**config.mk**
```make
export PLATFORM = sky130hd
export DESIGN_NAME = tga_rle_pixel_packer
export DESIGN_NICKNAME = d
export VERILOG_FILES = /design/src/tga_rle_pkg.sv /design/src/tga_rle_cfg.sv /design/src/tga_rle_enc.sv /design/src/tga_rle_drain.sv /design/src/tga_rle_pixel_packer.sv
export SDC_FILE = /design/constraint.sdc
export NUM_CORES = 2
export LEC_CHECK = 0
export BUFFER_PORTS_ARGS = -buffer_cell sky130_fd_sc_hd__buf_2
export CORE_ASPECT_RATIO = 1.75
export CORE_MARGIN = 1
export CORE_UTILIZATION = 40
export CTS_BUF_LIST = sky130_fd_sc_hd__clkbuf_8
export CTS_CLUSTER_DIAMETER = 150
export DETAILED_ROUTE_END_ITERATION = 8
export HOLD_SLACK_MARGIN = 0.1
export SETUP_SLACK_MARGIN = 0.5
export SLEW_MARGIN = 30
export SYNTH_ARGS = -nofsm -noshare
export SYNTH_HDL_FRONTEND = slang
export SYNTH_SLANG_ARGS = --single-unit
```
**constraint.sdc**
```tcl
create_clock -name clk -period 62.2 [get_ports clk]
set_clock_uncertainty 0.15 [all_clocks]
set_input_delay 12.44 -clock clk [delete_from_list [all_inputs] [get_ports clk]]
set_output_delay 12.44 -clock clk [all_outputs]
set_load 0.02 [all_outputs]
```
**src/tga_rle_pkg.sv**
```systemverilog
// Shared types and constants for the TGA run-length pixel packer.
// No dependencies; every other file in src imports this package.
package tga_rle_pkg;

    // Parameter defaults
    localparam int DEF_MAX_WIDTH   = 4096;
    localparam int DEF_MAX_HEIGHT  = 4096;
    localparam int DEF_MAX_PACKET  = 128;
    localparam int DEF_LIMIT_SLACK = 16;

    // Fixed field widths
    localparam int ADDR_W      = 26;
    localparam int DATA_W      = 32;
    localparam int BYTES_W     = 3;
    localparam int CFG_DIM_W   = 13;
    localparam int CFG_PB_W    = 3;
    localparam int CFG_INDEX_W = 2;

    // Up to five write beats come out of one pixel
    localparam int NUM_SLOTS  = 5;
    localparam int SLOT_IDX_W = 3;
    localparam int COUNT_W    = 3;

    // Register indexes
    localparam logic [CFG_INDEX_W-1:0] CFG_IMAGE_WIDTH  = 2'd0;
    localparam logic [CFG_INDEX_W-1:0] CFG_IMAGE_HEIGHT = 2'd1;
    localparam logic [CFG_INDEX_W-1:0] CFG_PIXEL_BYTES  = 2'd2;

    // Bytes per stored pixel
    localparam logic [BYTES_W-1:0] PB_RGB  = 3'd3;
    localparam logic [BYTES_W-1:0] PB_RGBA = 3'd4;

    // Count byte values just before the first pixel of a packet
    localparam logic [7:0] RUN_START = 8'd127;
    localparam logic [7:0] RAW_START = 8'd255;

    typedef struct packed {
        logic [ADDR_W-1:0]  addr;
        logic [DATA_W-1:0]  data;
        logic [BYTES_W-1:0] bytes;
        logic               overflow;
        logic               done;
        logic               last;
    } result_t;

    typedef struct packed {
        result_t [NUM_SLOTS-1:0] slot;
        logic [COUNT_W-1:0]      count;
    } bundle_t;

endpackage

```
**src/tga_rle_cfg.sv**
```systemverilog
// Configuration registers of the packer plus the derived image geometry
// (clamped width, pixel total, byte limit). Depends on tga_rle_pkg.
module tga_rle_cfg
    import tga_rle_pkg::*;
#(
    parameter int MAX_WIDTH  = DEF_MAX_WIDTH,
    parameter int MAX_HEIGHT = DEF_MAX_HEIGHT,
    localparam int WW = $clog2(MAX_WIDTH + 1),
    localparam int HW = $clog2(MAX_HEIGHT + 1),
    localparam int TW = WW + HW,
    localparam int LW = WW + HW + 3
)
(
    input  logic                   clk,
    input  logic                   rst_n,
    input  logic                   cfg_valid,
    output logic                   cfg_ready,
    input  logic [CFG_INDEX_W-1:0] cfg_index,
    input  logic [CFG_DIM_W-1:0]   cfg_data,
    output logic [WW-1:0]          width,
    output logic [TW-1:0]          total,
    output logic [LW-1:0]          limit,
    output logic                   pb3,
    output logic                   busy
);

    logic [CFG_DIM_W-1:0] width_cfg_reg;
    logic [CFG_DIM_W-1:0] height_cfg_reg;
    logic [CFG_PB_W-1:0]  pb_cfg_reg;

    logic [WW-1:0] width_reg,  width_next;
    logic [HW-1:0] height_next;
    logic [TW-1:0] total_reg,  total_next;
    logic [LW-1:0] limit_reg,  limit_next;
    logic          pb3_reg,    pb3_next;
    logic          settle_reg;
    logic [WW+1:0] width_bytes;
    logic          cfg_write;

    assign cfg_ready = 1'b1;
    assign cfg_write = cfg_valid && cfg_ready;

    always_ff @(posedge clk or negedge rst_n)
    begin
        if (!rst_n)
        begin
            width_cfg_reg  <= CFG_DIM_W'(1);
            height_cfg_reg <= CFG_DIM_W'(1);
            pb_cfg_reg     <= PB_RGBA;
        end
        else if (cfg_write)
        begin
            unique case (cfg_index)
                CFG_IMAGE_WIDTH:  width_cfg_reg  <= cfg_data;
                CFG_IMAGE_HEIGHT: height_cfg_reg <= cfg_data;
                CFG_PIXEL_BYTES:  pb_cfg_reg     <= cfg_data[CFG_PB_W-1:0];
                default:          ;
            endcase
        end
    end

    // Clamp and multiply out the geometry
    always_comb
    begin
        if (width_cfg_reg == '0)
            width_next = WW'(1);
        else if (32'(width_cfg_reg) > MAX_WIDTH)
            width_next = WW'(MAX_WIDTH);
        else
            width_next = WW'(width_cfg_reg);

        if (height_cfg_reg == '0)
            height_next = HW'(1);
        else if (32'(height_cfg_reg) > MAX_HEIGHT)
            height_next = HW'(MAX_HEIGHT);
        else
            height_next = HW'(height_cfg_reg);

        pb3_next = (pb_cfg_reg == PB_RGB);
        if (pb3_next)
            width_bytes = ((WW+2)'(width_next) << 1) + (WW+2)'(width_next);
        else
            width_bytes = (WW+2)'(width_next) << 2;

        total_next = TW'(width_next) * TW'(height_next);
        limit_next = LW'(width_bytes) * LW'(height_next);
    end

    // Derived values track the registers every cycle; busy covers the
    // cycle in which they catch up after reset or a write.
    always_ff @(posedge clk or negedge rst_n)
    begin
        if (!rst_n)
            settle_reg <= 1'b1;
        else
            settle_reg <= cfg_write;
    end

    always_ff @(posedge clk)
    begin
        width_reg <= width_next;
        total_reg <= total_next;
        limit_reg <= limit_next;
        pb3_reg   <= pb3_next;
    end

    assign width = width_reg;
    assign total = total_reg;
    assign limit = limit_reg;
    assign pb3   = pb3_reg;
    assign busy  = settle_reg;

endmodule

```
**src/tga_rle_enc.sv**
```systemverilog
// Encoder core: input register, packet state and the single-pass packing
// logic that turns one pixel into a bundle of up to five writes.
// Depends on tga_rle_pkg.
module tga_rle_enc
    import tga_rle_pkg::*;
#(
    parameter int MAX_WIDTH   = DEF_MAX_WIDTH,
    parameter int MAX_HEIGHT  = DEF_MAX_HEIGHT,
    parameter int MAX_PACKET  = DEF_MAX_PACKET,
    parameter int LIMIT_SLACK = DEF_LIMIT_SLACK,
    localparam int WW = $clog2(MAX_WIDTH + 1),
    localparam int HW = $clog2(MAX_HEIGHT + 1),
    localparam int TW = WW + HW,
    localparam int LW = WW + HW + 3
)
(
    input  logic          clk,
    input  logic          rst_n,
    input  logic          pix_valid,
    output logic          pix_ready,
    input  logic [31:0]   pix,
    input  logic [WW-1:0] width,
    input  logic [TW-1:0] total,
    input  logic [LW-1:0] limit,
    input  logic          pb3,
    input  logic          cfg_busy,
    input  logic          bundle_ready,
    output logic          bundle_load,
    output bundle_t       bundle
);

    localparam int CW   = $clog2(MAX_WIDTH);
    localparam int SW   = TW;
    localparam int CMPW = (LW > ADDR_W + 1 ? LW : ADDR_W + 1) + 1;
    localparam logic [7:0] RUN_FULL = 8'(128 + MAX_PACKET - 2);
    localparam logic [7:0] RAW_FULL = 8'(MAX_PACKET - 1);

    typedef struct packed {
        logic [ADDR_W-1:0] wp;
        logic [ADDR_W-1:0] cba;
        logic [7:0]        cbv;
        logic              open;
        logic              in_run;
        logic              stopped;
    } pack_st_t;

    typedef struct packed {
        pack_st_t   st;
        result_t    r0;
        result_t    r1;
        logic [1:0] n;
    } pack_out_t;

    function automatic result_t make_write(input logic [ADDR_W-1:0] addr,
                                           input logic [DATA_W-1:0] data,
                                           input logic [BYTES_W-1:0] bytes);
        result_t r;
        r.addr     = addr;
        r.data     = data;
        r.bytes    = bytes;
        r.overflow = 1'b0;
        r.done     = 1'b0;
        r.last     = 1'b0;
        return r;
    endfunction

    // One pixel into the packet stream; same = next pixel equal, same row
    function automatic pack_out_t pack(input pack_st_t s, input logic [31:0] px,
                                       input logic same, input logic col_zero,
                                       input logic [LW-1:0] lim, input logic is3);
        pack_out_t          o;
        logic [ADDR_W-1:0]  wp1;
        logic [7:0]         cbv1;
        logic               open1;
        logic [DATA_W-1:0]  data;
        logic [BYTES_W-1:0] pbn;
        logic               over;
        o     = '0;
        o.st  = s;
        wp1   = s.wp;
        cbv1  = s.cbv;
        open1 = s.open;
        pbn   = is3 ? PB_RGB : PB_RGBA;
        data  = is3 ? {8'h00, px[23:0]} : px;
        over  = (CMPW'(s.wp) + CMPW'(LIMIT_SLACK)) >= CMPW'(lim);
        if (over)
        begin
            o.st.stopped = 1'b1;
        end
        else if (same && !(s.in_run && s.open && s.cbv == RUN_FULL))
        begin
            if (!s.in_run || !s.open)
            begin
                // new run: count byte then the one pixel
                wp1       = s.wp + ADDR_W'(1);
                cbv1      = 8'(RUN_START + 8'd1);
                o.st.cba  = s.wp;
                o.st.cbv  = cbv1;
                o.st.open = 1'b1;
                o.r0      = make_write(s.wp, DATA_W'(cbv1), BYTES_W'(1));
                o.r1      = make_write(wp1, data, pbn);
                o.st.wp   = wp1 + ADDR_W'(pbn);
                o.n       = 2'd2;
            end
            else
            begin
                cbv1     = s.cbv + 8'd1;
                o.st.cbv = cbv1;
                o.r0     = make_write(s.cba, DATA_W'(cbv1), BYTES_W'(1));
                o.n      = 2'd1;
            end
            o.st.in_run = 1'b1;
        end
        else if (s.in_run)
        begin
            // last pixel of a run closes it
            cbv1        = s.cbv + 8'd1;
            o.st.cbv    = cbv1;
            o.st.open   = 1'b0;
            o.st.in_run = 1'b0;
            o.r0        = make_write(s.cba, DATA_W'(cbv1), BYTES_W'(1));
            o.n         = 2'd1;
        end
        else
        begin
            open1 = s.open && !col_zero;
            if (!open1)
            begin
                o.st.cba = s.wp;
                wp1      = s.wp + ADDR_W'(1);
                cbv1     = 8'(RAW_START + 8'd1);
            end
            else
            begin
                wp1  = s.wp;
                cbv1 = s.cbv + 8'd1;
            end
            o.r0        = make_write(wp1, data, pbn);
            o.st.wp     = wp1 + ADDR_W'(pbn);
            o.st.cbv    = cbv1;
            o.r1        = make_write(o.st.cba, DATA_W'(cbv1), BYTES_W'(1));
            o.st.open   = (cbv1 != RAW_FULL);
            o.st.in_run = 1'b0;
            o.n         = 2'd2;
        end
        return o;
    endfunction

    logic [31:0]  pix_reg;
    logic         in_valid_reg;
    logic [31:0]  held_reg,       held_next;
    logic         held_valid_reg, held_valid_next;
    logic [CW-1:0] col_reg,       col_next;
    logic [SW-1:0] seen_reg,      seen_next;
    pack_st_t     st_reg,         st_next;

    logic [WW:0]  col_inc;
    logic [SW:0]  seen_inc;
    logic         row_end;
    logic         final_px;
    logic         same_held;
    logic         do1;
    logic         do2;
    logic         hold_new;
    pack_out_t    p1;
    pack_out_t    p2;
    pack_st_t     st1;
    pack_st_t     st2;
    bundle_t      bundle_c;
    logic [COUNT_W-1:0] k;
    logic         consume;

    always_comb
    begin
        col_inc  = (WW+1)'(col_reg) + (WW+1)'(1);
        row_end  = col_inc >= (WW+1)'(width);
        seen_inc = (SW+1)'(seen_reg) + (SW+1)'(1);
        final_px = seen_inc >= (SW+1)'(total);

        // the held pixel sits one column back (column 0 if the row wrapped)
        if (col_reg == '0)
            same_held = (width > WW'(1)) && (held_reg == pix_reg);
        else
            same_held = (WW'(col_reg) < width) && (held_reg == pix_reg);

        do1 = held_valid_reg && !st_reg.stopped;
        p1  = pack(st_reg, held_reg, same_held, col_reg <= CW'(1), limit, pb3);
        st1 = do1 ? p1.st : st_reg;

        do2 = !st1.stopped && (row_end || final_px);
        p2  = pack(st1, pix_reg, 1'b0, col_reg == '0, limit, pb3);
        st2 = do2 ? p2.st : st1;

        hold_new = !st1.stopped && !(row_end || final_px);

        // gather the beats in order
        bundle_c = '0;
        k        = '0;
        if (do1)
        begin
            if (p1.n != 2'd0)
            begin
                bundle_c.slot[k] = p1.r0;
                k = k + COUNT_W'(1);
            end
            if (p1.n == 2'd2)
            begin
                bundle_c.slot[k] = p1.r1;
                k = k + COUNT_W'(1);
            end
        end
        if (do2)
        begin
            // a closing run gives one beat, an overflow none
            if (p2.n != 2'd0)
            begin
                bundle_c.slot[k] = p2.r0;
                k = k + COUNT_W'(1);
            end
            if (p2.n == 2'd2)
            begin
                bundle_c.slot[k] = p2.r1;
                k = k + COUNT_W'(1);
            end
        end
        if (final_px || st2.stopped)
        begin
            bundle_c.slot[k].addr     = st2.wp;
            bundle_c.slot[k].overflow = st2.stopped;
            bundle_c.slot[k].done     = final_px;
            k = k + COUNT_W'(1);
        end
        if (k != '0)
            bundle_c.slot[k - COUNT_W'(1)].last = 1'b1;
        bundle_c.count = k;

        consume = in_valid_reg && !cfg_busy && (bundle_ready || k == '0);

        if (final_px)
        begin
            st_next         = '0;
            held_next       = '0;
            held_valid_next = 1'b0;
            seen_next       = '0;
            col_next        = '0;
        end
        else
        begin
            st_next         = st2;
            held_next       = hold_new ? pix_reg : held_reg;
            held_valid_next = st_reg.stopped ? held_valid_reg : hold_new;
            seen_next       = seen_inc[SW-1:0];
            col_next        = row_end ? '0 : col_inc[CW-1:0];
        end
    end

    assign pix_ready   = !in_valid_reg || consume;
    assign bundle_load = consume && (k != '0);
    assign bundle      = bundle_c;

    always_ff @(posedge clk or negedge rst_n)
    begin
        if (!rst_n)
        begin
            in_valid_reg   <= 1'b0;
            held_reg       <= '0;
            held_valid_reg <= 1'b0;
            col_reg        <= '0;
            seen_reg       <= '0;
            st_reg         <= '0;
        end
        else
        begin
            if (pix_ready)
                in_valid_reg <= pix_valid;
            if (consume)
            begin
                held_reg       <= held_next;
                held_valid_reg <= held_valid_next;
                col_reg        <= col_next;
                seen_reg       <= seen_next;
                st_reg         <= st_next;
            end
        end
    end

    always_ff @(posedge clk)
    begin
        if (pix_valid && pix_ready)
            pix_reg <= pix;
    end

    // a stop always drops the held pixel
    a_stop_drops_held: assert property (@(posedge clk) disable iff (!rst_n)
        st_reg.stopped |-> !held_valid_reg)
        else $error("held pixel still valid after overflow stop");

    a_bundle_count: assert property (@(posedge clk) disable iff (!rst_n)
        bundle_load |-> (bundle_c.count != '0 && bundle_c.count <= COUNT_W'(NUM_SLOTS)))
        else $error("bundle loaded with bad beat count");

    a_image_clears: assert property (@(posedge clk) disable iff (!rst_n)
        (consume && final_px) |=> (st_reg.wp == '0 && !held_valid_reg && seen_reg == '0))
        else $error("state not cleared after final pixel");

endmodule

```
**src/tga_rle_drain.sv**
```systemverilog
// Output stage: holds one bundle of write beats and hands them out one
// beat per cycle while the master is ready. Depends on tga_rle_pkg.
module tga_rle_drain
    import tga_rle_pkg::*;
(
    input  logic    clk,
    input  logic    rst_n,
    input  logic    bundle_load,
    input  bundle_t bundle,
    output logic    bundle_ready,
    output logic    beat_valid,
    input  logic    beat_ready,
    output result_t beat
);

    bundle_t               bundle_reg;
    logic [COUNT_W-1:0]    cnt_reg;
    logic [SLOT_IDX_W-1:0] idx_reg;
    logic                  finishing;

    assign beat         = bundle_reg.slot[idx_reg];
    assign beat_valid   = (cnt_reg != '0);
    assign finishing    = beat_valid && beat_ready && beat.last;
    assign bundle_ready = (cnt_reg == '0) || finishing;

    always_ff @(posedge clk or negedge rst_n)
    begin
        if (!rst_n)
        begin
            cnt_reg <= '0;
            idx_reg <= '0;
        end
        else if (bundle_load)
        begin
            cnt_reg <= bundle.count;
            idx_reg <= '0;
        end
        else if (beat_valid && beat_ready)
        begin
            if (beat.last)
                cnt_reg <= '0;
            else
                idx_reg <= idx_reg + SLOT_IDX_W'(1);
        end
    end

    always_ff @(posedge clk)
    begin
        if (bundle_load)
            bundle_reg <= bundle;
    end

    a_load_when_free: assert property (@(posedge clk) disable iff (!rst_n)
        bundle_load |-> ((cnt_reg == '0) || finishing))
        else $error("bundle overwritten while beats pending");

endmodule

```
**src/tga_rle_pixel_packer.sv**
```systemverilog
// Top level of the TGA run-length pixel packer: stream ports and wiring.
// Depends on tga_rle_pkg, tga_rle_cfg, tga_rle_enc and tga_rle_drain.
// Flow: a pixel beat lands in the input register, is packed from there,
// and its bundle of write beats is registered in the output stage.
// Throughput: the output port moves one write beat a cycle while tready is
// high. Pixels with beats wait for a free output stage; held ones do not.
// Reset: clears all packing state; registers go to 1x1 pixels, 4 bytes per
// pixel. Packing pauses for the one-cycle busy after reset or a config write.
module tga_rle_pixel_packer
    import tga_rle_pkg::*;
#(
    parameter int MAX_WIDTH   = DEF_MAX_WIDTH,
    parameter int MAX_HEIGHT  = DEF_MAX_HEIGHT,
    parameter int MAX_PACKET  = DEF_MAX_PACKET,
    parameter int LIMIT_SLACK = DEF_LIMIT_SLACK
)
(
    input  logic                   clk,
    input  logic                   rst_n,

    // Pixel stream in
    input  logic                   s_axis_tvalid,
    output logic                   s_axis_tready,
    input  logic [31:0]            s_axis_tdata,   // red, green, blue, alpha

    // Write beats out
    output logic                   m_axis_tvalid,
    input  logic                   m_axis_tready,
    output logic [63:0]            m_axis_tdata,   // write_addr, write_data,
                                                   // write_bytes, zero fill
    output logic [1:0]             m_axis_tuser,   // overflow, image_done
    output logic                   m_axis_tlast,   // last beat of this pixel

    // Register writes
    input  logic                   cfg_valid,
    output logic                   cfg_ready,
    input  logic [CFG_INDEX_W-1:0] cfg_index,
    input  logic [CFG_DIM_W-1:0]   cfg_data
);

    localparam int WW = $clog2(MAX_WIDTH + 1);
    localparam int HW = $clog2(MAX_HEIGHT + 1);
    localparam int TW = WW + HW;
    localparam int LW = WW + HW + 3;

    logic [WW-1:0] width;
    logic [TW-1:0] total;
    logic [LW-1:0] limit;
    logic          pb3;
    logic          cfg_busy;
    logic          bundle_ready;
    logic          bundle_load;
    bundle_t       bundle;
    result_t       beat;
    logic [31:0]   pix;

    // Internal pixel word: blue low, then green, red, alpha
    assign pix = {s_axis_tdata[31:24], s_axis_tdata[7:0],
                  s_axis_tdata[15:8], s_axis_tdata[23:16]};

    tga_rle_cfg #(
        .MAX_WIDTH  (MAX_WIDTH),
        .MAX_HEIGHT (MAX_HEIGHT)
    ) u_cfg (
        .clk       (clk),
        .rst_n     (rst_n),
        .cfg_valid (cfg_valid),
        .cfg_ready (cfg_ready),
        .cfg_index (cfg_index),
        .cfg_data  (cfg_data),
        .width     (width),
        .total     (total),
        .limit     (limit),
        .pb3       (pb3),
        .busy      (cfg_busy)
    );

    // Packing: held pixel plus incoming pixel become one bundle of beats
    tga_rle_enc #(
        .MAX_WIDTH   (MAX_WIDTH),
        .MAX_HEIGHT  (MAX_HEIGHT),
        .MAX_PACKET  (MAX_PACKET),
        .LIMIT_SLACK (LIMIT_SLACK)
    ) u_enc (
        .clk          (clk),
        .rst_n        (rst_n),
        .pix_valid    (s_axis_tvalid),
        .pix_ready    (s_axis_tready),
        .pix          (pix),
        .width        (width),
        .total        (total),
        .limit        (limit),
        .pb3          (pb3),
        .cfg_busy     (cfg_busy),
        .bundle_ready (bundle_ready),
        .bundle_load  (bundle_load),
        .bundle       (bundle)
    );

    // Next bundle is taken as the last beat of the current one leaves
    tga_rle_drain u_drain (
        .clk          (clk),
        .rst_n        (rst_n),
        .bundle_load  (bundle_load),
        .bundle       (bundle),
        .bundle_ready (bundle_ready),
        .beat_valid   (m_axis_tvalid),
        .beat_ready   (m_axis_tready),
        .beat         (beat)
    );

    assign m_axis_tdata = {3'b000, beat.bytes, beat.data, beat.addr};
    assign m_axis_tuser = {beat.done, beat.overflow};
    assign m_axis_tlast = beat.last;

endmodule
```
======== Yosys cells after proc, flatten, opt, wreduce, memory -nomap -nowiden ========
Index checks and enable logic that the tools add are counted.
word-level totals
  input port bits ......................... 52
  output and inout bits ................... 70
  flip-flop bits (word level) ............. 591
  logic and storage cells ................. 267
operators by class
  magnitude comparators ................... 20
  reduce and logical (&&, ||, !) cells .... 57
  equality and inequality tests ........... 11
  multiplexer cells ....................... 107
  add/subtract/negate cells ............... 18
  multipliers ............................. 2
operators by type and width
  kind                     number
  $mux W320                8
  $bwmux W320              7
  $demux W64 S3            7
  $mux W64                 13
  $mux W130                3
  $mux W26                 10
  $bmux W64 S3             1
  $mux W63                 3
  $mux W62                 3
  $mux W52                 3
  $mux W32                 4
  $add A26 B3 Y26          3
  $mux W8                  8
  $ge A30 B28 Y1           2
  $add A26 B5 Y27 const B  2
  $add A26 B1 Y26 const B  2
  $mux W13                 4
  $mux W3                  16
  $eq A32 B32 Y1           1
  $mul A15 B13 Y28         1
  $add A26 B1 Y27 const B  1
  $ge A27 B26 Y1           1
  $gt A13 B13 Y1 const B   2
  $logic_not A13 Y1        2
  32 further kinds         108

======== Depth between registers and ports, before layout ========
  word-level depth ........................ 34
  mapped depth ............................ 53
  gate-level depth less buffers ........... 44

======== Cells and area by module ========
A second synthesis with hierarchy kept.
unflattened totals
  cell total of the unflattened synthesis .. 5479
  area, all modules ....................... 49800.3 sq um
modules (own cells, without submodules)
  module                times used  cells an instance  area each (sq um)  sequential area each (sq um)
  tga_rle_enc           1           3144               22282.6            4339.2
  tga_rle_cfg           1           1693               15048.2            2117.0
  tga_rle_drain         1           638                12443.2            9759.4
  tga_rle_pixel_packer  1           4                  26.3               0.0

======== Least setup slack after synthesis ========
OpenSTA, ideal clock, no wires.
  path kind ............................... input port to flip-flop
  start ................................... in m_axis_tready
  end ..................................... reg u_drain.cnt_reg[0]
  data arrival time ....................... 28.751 ns
  buffers on the path ..................... 2
  required time ........................... 61.910 ns
  stages on the path ...................... 9
  setup slack ............................. 33.160 ns
  cells stage by stage .................... nand3_1 nand2_1 a31oi_1 or3b_2 clkbuf_1 clkbuf_1 a21oi_1 inv_1 o21ai_0
on the way
  cells in the longest elaborated chain, start to end .. 8
RTL lines
  item                                RTL line                    text
  start: declaration                  tga_rle_pixel_packer.sv:28  input logic m_axis_tready,
  $logic_and A1 B1 Y1 * (2 in a row)  tga_rle_drain.sv:23         assign finishing = beat_valid && beat_ready && beat.last;
  $logic_or A1 B1 Y1 *                tga_rle_drain.sv:24         assign bundle_ready = (cnt_reg == '0) || finishing;
  $logic_or A1 B1 Y1 *                tga_rle_enc.sv:237          consume = in_valid_reg && !cfg_busy && (bundle_ready || k == '0);
  $logic_and A1 B1 Y1 *               tga_rle_enc.sv:237
  $logic_and A1 B1 Y1 *               tga_rle_enc.sv:258          assign bundle_load = consume && (k != '0);
  named net bundle_load               tga_rle_pixel_packer.sv:52  logic bundle_load;
  $reduce_bool A2 Y1 (no line)        --
  $reduce_and A2 Y1 (no line)         --
  end signal: assignment              tga_rle_drain.sv:35         cnt_reg <= bundle.count;
  end: declaration                    tga_rle_drain.sv:17         logic [COUNT_W-1:0] cnt_reg;
The timed path passes the listed nets; every way through them passes the cells marked *.
A chain may end at the register's enable or synchronous reset.

======== Worst setup path in the final report ========
  start ................................... reg u_enc.st_reg[44] (netlist bit)
  end ..................................... out s_axis_tready
on the way
  cells in the longest elaborated chain, start to end .. 25
RTL lines
  item                      RTL line                               text
  start: declaration        tga_rle_enc.sv:155                     pack_st_t st_reg, st_next;
  start signal: assignment  tga_rle_enc.sv:282                     st_reg <= st_next;
  $add A26 B1 Y26           tga_rle_enc.sv:95, tga_rle_enc.sv:130
  $mux W26                  tga_rle_enc.sv:127                     if (!open1)
  $mux W26                  tga_rle_enc.sv:114                     else if (s.in_run)
  $mux W26                  tga_rle_enc.sv:90                      else if (same && !(s.in_run && s.open && s.cbv == RUN_FULL))
  $mux W26                  tga_rle_enc.sv:86                      if (over)
  $add A26 B3 Y26           tga_rle_enc.sv:139                     o.st.wp = wp1 + ADDR_W'(pbn);
  $mux W52                  tga_rle_enc.sv:114
  $mux W62                  tga_rle_enc.sv:90
  (+9 left out)             --
  $mux W3                   tga_rle_enc.sv:220                     if (p2.n == 2'd2)
  $mux W3                   tga_rle_enc.sv:212                     if (do2)
  $add A3 B1 Y3             tga_rle_enc.sv:231                     k = k + COUNT_W'(1);
  $mux W3 *                 tga_rle_enc.sv:226                     if (final_px || st2.stopped)
  $logic_not A3 Y1 *        tga_rle_enc.sv:237
  $logic_or A1 B1 Y1 *      tga_rle_enc.sv:237
  $logic_and A1 B1 Y1 *     tga_rle_enc.sv:237
  $logic_or A1 B1 Y1 *      tga_rle_enc.sv:257                     assign pix_ready = !in_valid_reg || consume;
  end: declaration          tga_rle_pixel_packer.sv:23             output logic s_axis_tready,
Every way passes the cells marked *; elsewhere a longest branch is shown, timed or not. The select of a mux whose other input is x is not followed.

==> implementation parameters <==
Parameter                              Value

GRT
  Pin count of the biggest net entering global routing    86
  Gr ovfl total    0
  Wire length of the first global-routing pass    ~270000 um
  Vias in the first global route    43700
  Number of antenna violations at the first check in global routing    4
  Overall track demand over capacity in global routing    29.3%

Worst hold path
  Worst hold start    u_drain.cnt_reg[2]$_DFFE_PN0P_
  Hold Path Class    flop to flop

Setup path
  Critical path startpoint    u_enc.st_reg[44]$_DFFE_PN0P_
  Count of buffer and inverter cells on the critical path    3
  Launch instance of the worst register-to-register path    u_enc.st_reg[44]$_DFFE_PN0P_
  WP data arrival    around 14 ns
  Critical path capture point type    output pin
  CP dominant cell by count    sky130_fd_sc_hd__a21o_1
  Register-to-register setup slack    roughly 46 ns
  Crit. path cell count    41
  Slowest Stage Delay on Critical Path    0.89 ns
  Reg2Reg Capture Point    u_drain.bundle_reg[189]$_DFFE_PP_
  Critical path launch point type    flop
  Top Family by Delay on Critical Path    simple AND/OR/NAND/NOR gates
  Required time at the worst-slack endpoint    slightly below 50 ns
  Capture point of the critical path    s_axis_tready
  Start-to-end type of the worst setup path    flop to output pin
  Cell with the biggest individual delay on the critical path    sky130_fd_sc_hd__or4_1
  Worst-path fanout max    38
  Reg2reg path depth    between 40 and 50

Routing
  Via count    about 44000
  Final routed wire length divided by cell count    between 20 and 30 um
  Residual DRC    0
  First-pass detailed-route iteration total    6
  Vias per cell    6.03
  Violation count after the first detailed-routing iteration    approximately 4300
  Wirelength, routed    about 180000 um
  Number of nets with antenna violations after detailed routing    0

Synthesis
  Syn Std Cell Area    between 40000 and 50000 um^2
  Distinct cell type count of the synthesized netlist    around 110
  Main combinational cell family by area after synthesis    adder cells
  Share of synthesized registers carrying an async set or reset    a little under a third
  Area share of the leading cell type in the synthesized netlist    19.9%
  Number of enable-type register cells in the synthesized netlist    ~330
  Adder-cell area share of the yosys netlist    a little under a fifth
  Top flip-flop cell by instance count after synthesis    sky130_fd_sc_hd__edfxtp_1
  Number of flip-flops and latches in the synthesized netlist    565
  Fraction of the mapped netlist area in compound gates    ~16%
  Cell taking the most area after synthesis    sky130_fd_sc_hd__edfxtp_1
  Post-synthesis share of cell area spent on xor and xnor gates    under 10%
  Synth warnings    0
  Simple-gate share of the synthesized area    between 10% and 20%
  Most frequently used cell type in the post-synthesis netlist    sky130_fd_sc_hd__nand2_1
  Most used standard cells in the synthesized netlist    sky130_fd_sc_hd__nand2_1 (719), sky130_fd_sc_hd__nor2_1 (530), sky130_fd_sc_hd__inv_1 (463)
  Number of instances in the synthesized netlist    ~5500
  Share of cell area taken by muxes after synthesis    under 10%
  Portion of the post-synthesis area used by sequential elements    approximately a third
  Syn_area_per_cell    8.89 um^2
  Largest cells by area after synthesis    sky130_fd_sc_hd__edfxtp_1 (20%), sky130_fd_sc_hd__fa_1 (11%), sky130_fd_sc_hd__dfrtp_1 (8.5%)

Place
  Post-DP HPWL    around 140000 um
  Number of placed instances with taps included    slightly above 7000
  Post-place instance area    between 50000 and 60000 um^2
  I/O Buffers    between 100 and 150
  Weighted congestion reported at the end of routability-driven placement    around 1.0
  Minimum setup slack after placement    ~36 ns

Final layout
  Final core occ    44.0%
  Fraction of layout instances using a drive strength above 1    about a tenth
  Count of nets after finishing    6133
  Synthesis-to-finish area growth    9.25%
  Final Instance Count excl. Fillers    ~7200
  Post-route standard cell area excluding fillers    about 54000 um^2
  Flip-flop count of the largest register, all copies and words added    294

Die
  Number of placement rows    170
  Overall die height    between 400 and 500 um
  Number of primary I/O pins    122
  Total Die Area    125000 um^2
  Initial cell density of the core    approximately two fifths
  Die W    around 270 um
  Placeable Area    roughly 120000 um^2

Timing
  Setup repair after global routing missed its margin    no
  Post-route minimum period    26.82 ns
  Hold Fails Final Rpt    0
  Final total negative setup slack    0 ns
  Slew margin rel.    between 20% and 30%
  Worst setup slack after layout    approximately 35 ns
  Maximum operating frequency    ~37 MHz
  Minimum hold slack    ~0.33 ns
  Crit share post-route    a little over two fifths
  Finish-stage setup viols    0
  Worst-Margin Slew    around 1.1 ns
  Final-report max-slew violation count    0

CTS
  Setup Fix Bufs, Post-CTS    0
  Clock tree root driver cell    sky130_fd_sc_hd__clkbuf_8
  Deepest level of the CTS H-tree    3
  Clock tree from TritonCTS    done
  Total CTS buffers    91
  CTS clk-pin slew, worst paths    about 0.070 ns
  Clock insertion delay at the later pin of the skew report    ~0.86 ns
  Maximum buffer depth of the clock tree    3
  Post-cts resize count    0
  Clock sink count    565
  Number of buffers inserted for hold repair after clock tree synthesis    0

Run
  Max-cap violations    0

Pwr
  Total power consumption of the routed design    ~2.7 mW
  Leakage power total    around 22 nW
  Worst IR drop on VDD    0.0456 mV
  Pwr dens    around 50 nW/um^2

Status
  Outcome    complete, no violations
## how the worst min path moves through the flow
stage | endpoint | cells after the start | slack, ns
2_1_floorplan | u_drain.cnt_reg[2]$_DFFE_PN0P_ | 2 | 0.29
6_report | u_drain.cnt_reg[2]$_DFFE_PN0P_ | 2 | 0.33
3_5_place_dp | u_drain.cnt_reg[2]$_DFFE_PN0P_ | 2 | 0.31
3_3_place_gp | u_drain.cnt_reg[2]$_DFFE_PN0P_ | 2 | 0.31
4_1_cts | u_drain.cnt_reg[2]$_DFFE_PN0P_ | 2 | 0.33
5_1_grt | u_drain.cnt_reg[2]$_DFFE_PN0P_ | 2 | 0.36
## placed cells by master (no fill, tap or decap), types with 79 or more instances in the layout
master	n
sky130_fd_sc_hd__a21oi_1	280
sky130_fd_sc_hd__xnor2_1	175
sky130_fd_sc_hd__o21ai_0	291
sky130_fd_sc_hd__buf_2	116
sky130_fd_sc_hd__nand3_1	147
sky130_fd_sc_hd__inv_1	495
sky130_fd_sc_hd__nor3_1	79
sky130_fd_sc_hd__fa_1	268
sky130_fd_sc_hd__xor2_1	102
sky130_fd_sc_hd__clkbuf_8	102
sky130_fd_sc_hd__nand2_1	713
sky130_fd_sc_hd__nor2_1	518
sky130_fd_sc_hd__buf_4	117
sky130_fd_sc_hd__dfrtp_1	164
sky130_fd_sc_hd__edfxtp_1	326
sky130_fd_sc_hd__ha_1	292
sky130_fd_sc_hd__o22ai_1	134
## power breakdown
part	internal (mW)	switching, mW	total (mW)
clock network	0.187	0.177	0.364
logic	0.566	1.10	1.67
registers	0.571	0.0923	0.664
total	1.32	1.37	2.70
## kinds of logic (layout without fill, tap and decap cells)
group	Yosys count	in the layout
compound gates	1239	1239
xor+xnor	279	279
fa+ha+maj	561	561
buf+inv	835	879
flops	565	565
mux	144	144
other cells	2	17
simple gates	1913	1913
## per-layer routing
| metal | global-route usage, % | part of all wire (%) | routed length (um) | up-vias |
|---|---|---|---|---|
| li1 | - | - | - | 19400 |
| met1 | 30.7 | 34 | 63100 | 21300 |
| met2 | 51.5 | 50 | 90700 | 2140 |
| met3 | 4.50 | 6.7 | 12300 | 784 |
| met4 | 24.0 | 9.3 | 17100 | 4 |
| met5 | 0 | 0.015 | 27 | - |
## worst min-delay path, cell delays in order (launching register included)
cell,delay (ns)
sky130_fd_sc_hd__dfrtp_1,0.34
sky130_fd_sc_hd__nand2_1,0.05
sky130_fd_sc_hd__o21ai_0,0.06
## layout make-up
class	count	area (um^2)
Antenna cell	3	7.51
Clock buffer	101	1390
Clock inverter	65	619
Fill cell	12000	68500
Inverter	474	1780
Multi-Input combinational cell	4150	30900
Sequential cell	565	15400
Tap cell	1634	2040
Timing Repair Buffer	239	1560
(Power assumes the default switching activity.)
